==> src/hdl/tns_pkg.sv <==
package tns_pkg;

  localparam int NUM_TASKS   = 16;
  localparam int VALUE_WIDTH = 32;
  localparam int SLOT_W      = (NUM_TASKS > 1) ? $clog2(NUM_TASKS) : 1;
  localparam int WORD_W      = 32;

  localparam logic [2:0] OP_NOTIFY      = 3'd0;
  localparam logic [2:0] OP_WAIT        = 3'd1;
  localparam logic [2:0] OP_TAKE        = 3'd2;
  localparam logic [2:0] OP_RESUME_WAIT = 3'd3;
  localparam logic [2:0] OP_RESUME_TAKE = 3'd4;

  localparam logic [2:0] ACT_NONE      = 3'd0;
  localparam logic [2:0] ACT_SET_BITS  = 3'd1;
  localparam logic [2:0] ACT_INCREMENT = 3'd2;
  localparam logic [2:0] ACT_OVERWRITE = 3'd3;

  localparam logic [1:0] ST_OK      = 2'd0;
  localparam logic [1:0] ST_INVALID = 2'd1;
  localparam logic [1:0] ST_TIMEOUT = 2'd2;
  localparam logic [1:0] ST_BLOCKED = 2'd3;

  typedef logic [VALUE_WIDTH-1:0] value_t;

  typedef enum logic [1:0] {
    S_IDLE,
    S_EXEC,
    S_RESP
  } ctl_state_t;

  typedef struct packed {
    logic load;
    logic exec;
  } dp_cmd_t;

  typedef struct packed {
    logic [2:0]        op;
    logic [3:0]        task_index;
    logic [WORD_W-1:0] notify_value;
    logic [2:0]        action;
    logic [WORD_W-1:0] entry_clear;
    logic [WORD_W-1:0] exit_clear;
    logic              take_clear;
    logic              no_wait;
  } item_t;

  typedef struct packed {
    logic [1:0]        status;
    logic [WORD_W-1:0] rd_value;
    logic              wake;
  } result_t;

  function automatic value_t word_to_value(logic [WORD_W-1:0] w);
    logic [63:0] tmp;
    tmp = 64'(w);
    return tmp[VALUE_WIDTH-1:0];
  endfunction

  function automatic logic [WORD_W-1:0] value_to_word(value_t v);
    logic [63:0] tmp;
    tmp = 64'(v);
    return tmp[WORD_W-1:0];
  endfunction

endpackage

==> src/hdl/tns_if.sv <==
interface tns_in_if;
  logic        valid;
  logic        ready;
  logic [2:0]  op;
  logic [3:0]  task_index;
  logic [31:0] notify_value;
  logic [2:0]  action;
  logic [31:0] entry_clear;
  logic [31:0] exit_clear;
  logic        take_clear;
  logic        no_wait;

  modport source (
    output valid, op, task_index, notify_value, action, entry_clear, exit_clear,
           take_clear, no_wait,
    input  ready
  );
  modport sink (
    input  valid, op, task_index, notify_value, action, entry_clear, exit_clear,
           take_clear, no_wait,
    output ready
  );
endinterface

interface tns_out_if;
  logic        valid;
  logic        ready;
  logic [1:0]  status;
  logic [31:0] rd_value;
  logic        wake;

  modport source (output valid, status, rd_value, wake, input ready);
  modport sink (input valid, status, rd_value, wake, output ready);
endinterface

==> src/hdl/task_notification_slots_top.sv <==
// Sequencing: the accepted input word is registered, the slot read-modify-write
//   runs in the execute state and its result is registered for the response.
// Flow: no new word is taken until the result handshake; the controller steps
//   load, execute (slot read-modify-write) and respond for each word.
// Reset: synchronous, active low; clears every slot's value, pending and
//   waiting flags and returns the controller to idle.
module task_notification_slots_top
  import tns_pkg::*;
(
  input  logic             clk,
  input  logic             rst_n,
  tns_in_if.sink           in_chan,
  tns_out_if.source        out_chan
);

  dp_cmd_t cmd;
  item_t   item;
  result_t result;

  assign item = '{
    op:            in_chan.op,
    task_index:    in_chan.task_index,
    notify_value:  in_chan.notify_value,
    action:        in_chan.action,
    entry_clear:   in_chan.entry_clear,
    exit_clear:    in_chan.exit_clear,
    take_clear:    in_chan.take_clear,
    no_wait:       in_chan.no_wait
  };

  tns_ctrl u_ctrl (
    .clk       (clk),
    .rst_n     (rst_n),
    .in_valid  (in_chan.valid),
    .in_ready  (in_chan.ready),
    .out_valid (out_chan.valid),
    .out_ready (out_chan.ready),
    .cmd       (cmd)
  );

  tns_datapath u_dp (
    .clk    (clk),
    .rst_n  (rst_n),
    .cmd    (cmd),
    .item   (item),
    .result (result)
  );

  assign out_chan.status   = result.status;
  assign out_chan.rd_value = result.rd_value;
  assign out_chan.wake     = result.wake;

`ifndef SYNTH
  a_accept_exec: assert property (@(posedge clk) disable iff (!rst_n)
    (in_chan.valid && in_chan.ready) |=> cmd.exec)
    else $error("accepted word not executed");

  a_exec_resp: assert property (@(posedge clk) disable iff (!rst_n)
    cmd.exec |=> (out_chan.valid && !in_chan.ready))
    else $error("execute not followed by response");

  a_one_item: assert property (@(posedge clk) disable iff (!rst_n)
    !(in_chan.ready && out_chan.valid))
    else $error("input taken while result pending");

  a_wake_ok: assert property (@(posedge clk) disable iff (!rst_n)
    (out_chan.valid && out_chan.wake) |-> (out_chan.status == ST_OK))
    else $error("wake without ok status");
`endif

endmodule

==> src/hdl/tns_ctrl.sv <==
module tns_ctrl
  import tns_pkg::*;
(
  input  logic    clk,
  input  logic    rst_n,
  input  logic    in_valid,
  output logic    in_ready,
  output logic    out_valid,
  input  logic    out_ready,
  output dp_cmd_t cmd
);

  ctl_state_t state_r, state_nxt;

  always_ff @(posedge clk) begin
    if (!rst_n) begin
      state_r <= S_IDLE;
    end else begin
      state_r <= state_nxt;
    end
  end

  always_comb begin
    state_nxt = state_r;
    in_ready  = 1'b0;
    out_valid = 1'b0;
    cmd       = '0;
    unique case (state_r)
      S_IDLE: begin
        in_ready = 1'b1;
        if (in_valid) begin
          cmd.load  = 1'b1;
          state_nxt = S_EXEC;
        end
      end
      S_EXEC: begin
        cmd.exec  = 1'b1;
        state_nxt = S_RESP;
      end
      S_RESP: begin
        out_valid = 1'b1;
        if (out_ready) begin
          state_nxt = S_IDLE;
        end
      end
      default: state_nxt = S_IDLE;
    endcase
  end

endmodule

==> src/hdl/tns_datapath.sv <==
module tns_datapath
  import tns_pkg::*;
(
  input  logic    clk,
  input  logic    rst_n,
  input  dp_cmd_t cmd,
  input  item_t   item,
  output result_t result
);

  item_t   item_r;
  result_t result_r, result_nxt;

  value_t value_r [NUM_TASKS];
  logic [NUM_TASKS-1:0] pending_r;
  logic [NUM_TASKS-1:0] waiting_r;

  logic [SLOT_W-1:0] slot;
  logic              idx_ok;
  value_t            v_cur, v_nxt, nval;
  logic              p_cur, p_nxt, w_cur, w_nxt;
  logic              wr_en;

  assign slot   = SLOT_W'(item_r.task_index);
  assign idx_ok = (32'(item_r.task_index) < NUM_TASKS);
  assign v_cur  = value_r[slot];
  assign p_cur  = pending_r[slot];
  assign w_cur  = waiting_r[slot];
  assign nval   = word_to_value(item_r.notify_value);

  always_comb begin
    v_nxt      = v_cur;
    p_nxt      = p_cur;
    w_nxt      = w_cur;
    wr_en      = 1'b0;
    result_nxt = '{status: ST_INVALID, rd_value: '0, wake: 1'b0};
    if (idx_ok) begin
      unique case (item_r.op)
        OP_NOTIFY: begin
          if (item_r.action <= ACT_OVERWRITE) begin
            wr_en = 1'b1;
            unique case (item_r.action)
              ACT_SET_BITS:  v_nxt = v_cur | nval;
              ACT_INCREMENT: v_nxt = v_cur + value_t'(1);
              ACT_OVERWRITE: v_nxt = nval;
              default:       v_nxt = v_cur;
            endcase
            p_nxt             = 1'b1;
            result_nxt.status = ST_OK;
            if (w_cur) begin
              w_nxt           = 1'b0;
              result_nxt.wake = 1'b1;
            end
          end
        end
        OP_WAIT: begin
          wr_en = 1'b1;
          if (!p_cur) begin
            v_nxt = v_cur & ~word_to_value(item_r.entry_clear);
            if (item_r.no_wait) begin
              result_nxt.status = ST_TIMEOUT;
            end else begin
              w_nxt             = 1'b1;
              result_nxt.status = ST_BLOCKED;
            end
          end else begin
            result_nxt.rd_value = value_to_word(v_cur);
            v_nxt               = v_cur & ~word_to_value(item_r.exit_clear);
            p_nxt               = 1'b0;
            result_nxt.status   = ST_OK;
          end
        end
        OP_TAKE: begin
          wr_en = 1'b1;
          priority if (v_cur != '0) begin
            v_nxt             = item_r.take_clear ? '0 : v_cur - value_t'(1);
            p_nxt             = 1'b0;
            result_nxt.status = ST_OK;
          end else if (item_r.no_wait) begin
            result_nxt.status = ST_TIMEOUT;
          end else begin
            w_nxt             = 1'b1;
            result_nxt.status = ST_BLOCKED;
          end
        end
        OP_RESUME_WAIT: begin
          wr_en = 1'b1;
          if (w_cur) begin
            w_nxt             = 1'b0;
            result_nxt.status = ST_TIMEOUT;
          end else begin
            result_nxt.rd_value = value_to_word(v_cur);
            v_nxt               = v_cur & ~word_to_value(item_r.exit_clear);
            p_nxt               = 1'b0;
            result_nxt.status   = ST_OK;
          end
        end
        OP_RESUME_TAKE: begin
          wr_en = 1'b1;
          if (w_cur) begin
            w_nxt             = 1'b0;
            result_nxt.status = ST_TIMEOUT;
          end else begin
            priority if (item_r.take_clear) begin
              v_nxt = '0;
            end else if (v_cur != '0) begin
              v_nxt = v_cur - value_t'(1);
            end else begin
              v_nxt = v_cur;
            end
            p_nxt             = 1'b0;
            result_nxt.status = ST_OK;
          end
        end
        default: wr_en = 1'b0;
      endcase
    end
  end

  always_ff @(posedge clk) begin
    if (cmd.load) begin
      item_r <= item;
    end
    if (cmd.exec) begin
      result_r <= result_nxt;
    end
  end

  always_ff @(posedge clk) begin
    if (!rst_n) begin
      for (int i = 0; i < NUM_TASKS; i++) begin
        value_r[i] <= '0;
      end
      pending_r <= '0;
      waiting_r <= '0;
    end else if (cmd.exec && wr_en) begin
      value_r[slot]   <= v_nxt;
      pending_r[slot] <= p_nxt;
      waiting_r[slot] <= w_nxt;
    end
  end

  assign result = result_r;

endmodule
==> src/flat_wrapper.sv <==
// flat-port wrapper written by rule: the top's interface ports become plain ports
module task_notification_slots_top_flat import tns_pkg::*;
  (clk, rst_n, in_chan_valid, in_chan_op, in_chan_task_index, in_chan_notify_value, in_chan_action, in_chan_entry_clear, in_chan_exit_clear, in_chan_take_clear, in_chan_no_wait, in_chan_ready, out_chan_valid, out_chan_status, out_chan_rd_value, out_chan_wake, out_chan_ready);
  tns_in_if in_chan_i ();
  tns_out_if out_chan_i ();
  input  logic clk;
  input  logic rst_n;
  input wire logic [$bits(in_chan_i.valid)-1:0] in_chan_valid;
  input wire logic [$bits(in_chan_i.op)-1:0] in_chan_op;
  input wire logic [$bits(in_chan_i.task_index)-1:0] in_chan_task_index;
  input wire logic [$bits(in_chan_i.notify_value)-1:0] in_chan_notify_value;
  input wire logic [$bits(in_chan_i.action)-1:0] in_chan_action;
  input wire logic [$bits(in_chan_i.entry_clear)-1:0] in_chan_entry_clear;
  input wire logic [$bits(in_chan_i.exit_clear)-1:0] in_chan_exit_clear;
  input wire logic [$bits(in_chan_i.take_clear)-1:0] in_chan_take_clear;
  input wire logic [$bits(in_chan_i.no_wait)-1:0] in_chan_no_wait;
  output wire logic [$bits(in_chan_i.ready)-1:0] in_chan_ready;
  output wire logic [$bits(out_chan_i.valid)-1:0] out_chan_valid;
  output wire logic [$bits(out_chan_i.status)-1:0] out_chan_status;
  output wire logic [$bits(out_chan_i.rd_value)-1:0] out_chan_rd_value;
  output wire logic [$bits(out_chan_i.wake)-1:0] out_chan_wake;
  input wire logic [$bits(out_chan_i.ready)-1:0] out_chan_ready;
  assign in_chan_i.valid = in_chan_valid;
  assign in_chan_i.op = in_chan_op;
  assign in_chan_i.task_index = in_chan_task_index;
  assign in_chan_i.notify_value = in_chan_notify_value;
  assign in_chan_i.action = in_chan_action;
  assign in_chan_i.entry_clear = in_chan_entry_clear;
  assign in_chan_i.exit_clear = in_chan_exit_clear;
  assign in_chan_i.take_clear = in_chan_take_clear;
  assign in_chan_i.no_wait = in_chan_no_wait;
  assign in_chan_ready = in_chan_i.ready;
  assign out_chan_valid = out_chan_i.valid;
  assign out_chan_status = out_chan_i.status;
  assign out_chan_rd_value = out_chan_i.rd_value;
  assign out_chan_wake = out_chan_i.wake;
  assign out_chan_i.ready = out_chan_ready;
  task_notification_slots_top u_core (.clk(clk), .rst_n(rst_n), .in_chan(in_chan_i), .out_chan(out_chan_i));
endmodule
==> config.mk <==
export PLATFORM = sky130hd
export DESIGN_NAME = task_notification_slots_top_flat
export DESIGN_NICKNAME = d
export VERILOG_FILES = /design/src/hdl/tns_pkg.sv /design/src/hdl/tns_if.sv /design/src/hdl/task_notification_slots_top.sv /design/src/hdl/tns_ctrl.sv /design/src/hdl/tns_datapath.sv /design/src/flat_wrapper.sv
export SDC_FILE = /design/constraint.sdc
export NUM_CORES = 1
export LEC_CHECK = 0
export ABC_AREA = 1
export BUFFER_PORTS_ARGS = -buffer_cell sky130_fd_sc_hd__buf_4
export CAP_MARGIN = 20
export CORE_AREA = 3 3 259 287
export DETAILED_ROUTE_END_ITERATION = 12
export DIE_AREA = 0 0 262 290
export PLACE_DENSITY_LB_ADDON = 0.08
export RECOVER_POWER = 50
export SETUP_SLACK_MARGIN = 0.05
export SLEW_MARGIN = 25
export SYNTH_ARGS = -nofsm -noshare
export SYNTH_HDL_FRONTEND = slang
export SYNTH_HIERARCHICAL = 1
export SYNTH_SLANG_ARGS = --single-unit
==> constraint.sdc <==
create_clock -name clk -period 10.15 [get_ports clk]
set_input_delay 0 -clock clk [delete_from_list [all_inputs] [get_ports clk]]
set_output_delay 0 -clock clk [all_outputs]
set_load 0.03 [all_outputs]
==> metrics.yaml <==
status: "finished with violations"
violations: "max-capacitance violations, max-slew violations"
ys_types: 40
antenna_left: 0
cts.sinks: 693
synthArstFlopShare: 0
r2r_start: "u_core/u_ctrl/state_r[1]"
p_seq_frac: 0.459
grt_overflow_total: 0
final_cells: 5355
viasPerCell: 5.61
cpPeakStageDelay_ps: 2150
grt_use_met3: 0.0402
core-area_um2: 71700
clockBufferDepth: 3
fmax_mhz: 132
grt_pass1_wl_um: 184000
syn_area_um2: 35700
dr_total_vias: 30000
tightest_slew_ps: 4150
grtUsageMet2: 0.523
cp-end-kind: "flop"
placement_rows: 103
die_area_um2: 76000
syn_to_final_growth_pct: 12.9
drt_iter0_drc: 3437
cpLargestDelayFamily: "buffers and inverters"
root_buffer: "clkbuf_16"
finalSetupViolations: 0
fin_setup_tns_ps: 0
routedWlPerCell_um: 23.2
crit_path_cell_trace: "inv_1, nand2_1, clkinv_1, clkbuf_1, nand3_1, nor2_1, inv_1, nor2_1, nand2_1, clkbuf_1, nand2_1, clkbuf_1"
ys_ff_latch: 693
nets: 4465
grt_max_degree: 194
hold_viol_final: 0
cts_tree: "done"
avgSynthCellArea_um2: 8.48
ys_seq_area_frac: 0.572
nFillCells: 6634
wirelength_um: 124000
cp_num_buf_inv: 6
layout_common_cells: "nand2_1 (1204), nor2_1 (678), edfxtp_1 (655)"
worstSkewPairLatency_ps: 630
cts_made_buffers: 74
p_int_uw: 4980
insertedDiodeCount: 0
multi_input_area_um2: 12400
initial_utilization: 0.499
final_common_cell: "nand2_1"
worst_clock_skew_ps: 16.2
dpl.hpwl_um: 70800
p_clk_frac: 0.358
h-tree-depth: 3
r2r_setup_slack_ps: 2570
pin_count: 149
path_clk_slew_ps: 60
drive_above_1_share: 0.0857
die_w_um: 262
regArea_um2: 20400
critPathLaunch: "u_core/u_ctrl/state_r[1]"
cp_slowest_cell: "clkbuf_1"
antenna_found_initial: 0
place.gp.congestion: 0.974
synth_edf_count: 655
rsz0062_at_grt: "false"
max-vdd-ir-drop_mv: 0.166
leakage_uw: 0.0169
grt_pass1_vias: 28400
numPortBuffers: 148
yosysWarnings: 6
cp-start-kind: "flop"
final.min_clock_period_ps: 7580
mappedNetlistNets: 4328
route.detailed.drc: 0
path_max_fanout: 36
cp.required_ps: 10310
maxSlewHeadroom: -1.77
hp-start: "in_chan_exit_clear[12]"
die_h_um: 290
pwr-share-comb: 0.183
synth_top_flop_cell: "edfxtp_1"
cap_violations: 25
grt_util_all_layers: 0.325
switching_share: 0.307
worstHoldPathType: "input port to flop"
switching_power_uw: 2210
dpl.cell_count: 5107
timing.final.max_slew_violations: 891
path_class: "flop to flop"
synthCells: 4213
cts_resized: 0
drtPass1Iterations: 6
crit_arrival_ps: 7750
fin_crit_sh: 0.747
met1_usage: 0.444
gr-max-usage-layer: "met2"
power_density_nw_per_um2: 178
## area by class of cell
cell class | count | area share
well taps | 945 | 0.0293
flip-flops and latches | 693 | 0.507
clock inverters | 37 | 0.00617
repair buffers | 323 | 0.0619
multi-input cells | 2830 | 0.307
clock buffers | 99 | 0.0493
inverters | 428 | 0.0401
## power groups by stage
| stage | registers, uW | clock network, uW | logic, uW |
|---|---|---|---|
| 2_1_floorplan | 3350 | 0 | 849 |
| 3_3_place_gp | 3350 | 0 | 1270 |
| 3_5_place_dp | 3350 | 0 | 1270 |
| 4_1_cts | 3290 | 2600 | 1310 |
| 5_1_grt | 3310 | 2720 | 1420 |
| 6_report | 3300 | 2570 | 1320 |
## logic make-up (layout without fill, tap and decap cells)
| kind of cell | count (synthesis) | count (layout) | share of synthesized area |
|---|---|---|---|
| simple gates | 2463 | 2463 | 0.284 |
| mux | 1 | 1 | 0.000315 |
| compound gates | 357 | 357 | 0.0568 |
| fa+ha+maj | 3 | 3 | 0.00105 |
| flops | 693 | 693 | 0.572 |
| xor+xnor | 6 | 6 | 0.00147 |
| buf+inv | 690 | 887 | 0.0842 |
## metrics by stage
stage	total power, uW	hold slack (ps)	worst slack, ps	utilization	cell area [um2]
6_report	7190	111	2570	0.563	40300
5_1_grt	7450	104	2170	0.563	40300
3_3_place_gp	4610	178	4670	0.520	37200
2_1_floorplan	4200	98.9	4180	-	35700
3_5_place_dp	4620	179	4600	0.520	37200
4_1_cts	7200	60.7	4580	0.567	40600
## Yosys cell counts, drive strengths merged, types with 8 or more instances
cell type | number | area share
a221oi | 29 | 0.0071
o22ai | 25 | 0.0044
a21oi | 56 | 0.0081
clkinv | 9 | 0.00095
dfxtp | 38 | 0.021
or2 | 8 | 0.0014
o211ai | 12 | 0.0025
nand2 | 1246 | 0.13
buf | 151 | 0.028
clkbuf | 111 | 0.012
edfxtp | 655 | 0.55
nor2 | 716 | 0.079
nor3 | 29 | 0.0043
inv | 419 | 0.044
nand3 | 445 | 0.063
nand4 | 13 | 0.0023
o21ai | 214 | 0.030
a31oi | 9 | 0.0016
## final timing paths
| kind | depth (start not counted) | endpoint |
|---|---|---|
| max | 12 | u_core/u_dp/value_r[10][23] |
| min | 2 | u_core/u_dp/item_r[14] |
| max reg2reg | 12 | u_core/u_dp/value_r[10][23] |
| min reg2reg | 2 | u_core/u_dp/waiting_r[9] |
## registers in the layout (all words and copies together), names as in the netlist, named ones only
name                   cells
u_core/u_dp/value_r      512
u_core/u_dp/item_r        72
u_core/u_dp/result        35
u_core/u_dp/nval          32
u_core/u_dp/pending_r     16
u_core/u_dp/waiting_r     16
u_core/u_dp/slot           4
u_core/u_ctrl/state_r      2
## metal layers
layer  vias to the layer above  part of all wire
li1                      14000                 -
met1                     14200              0.39
met2                      1585              0.47
met3                       296             0.090
met4                         0             0.046
met5                         -                 0
## what timing repair did
action	CTS	global route
hold endpoints to repair	133	0
buffers inserted	0	0
endpoints found under the setup margin	0	0
hold buffers	112	0
(Power assumes the default switching activity.)
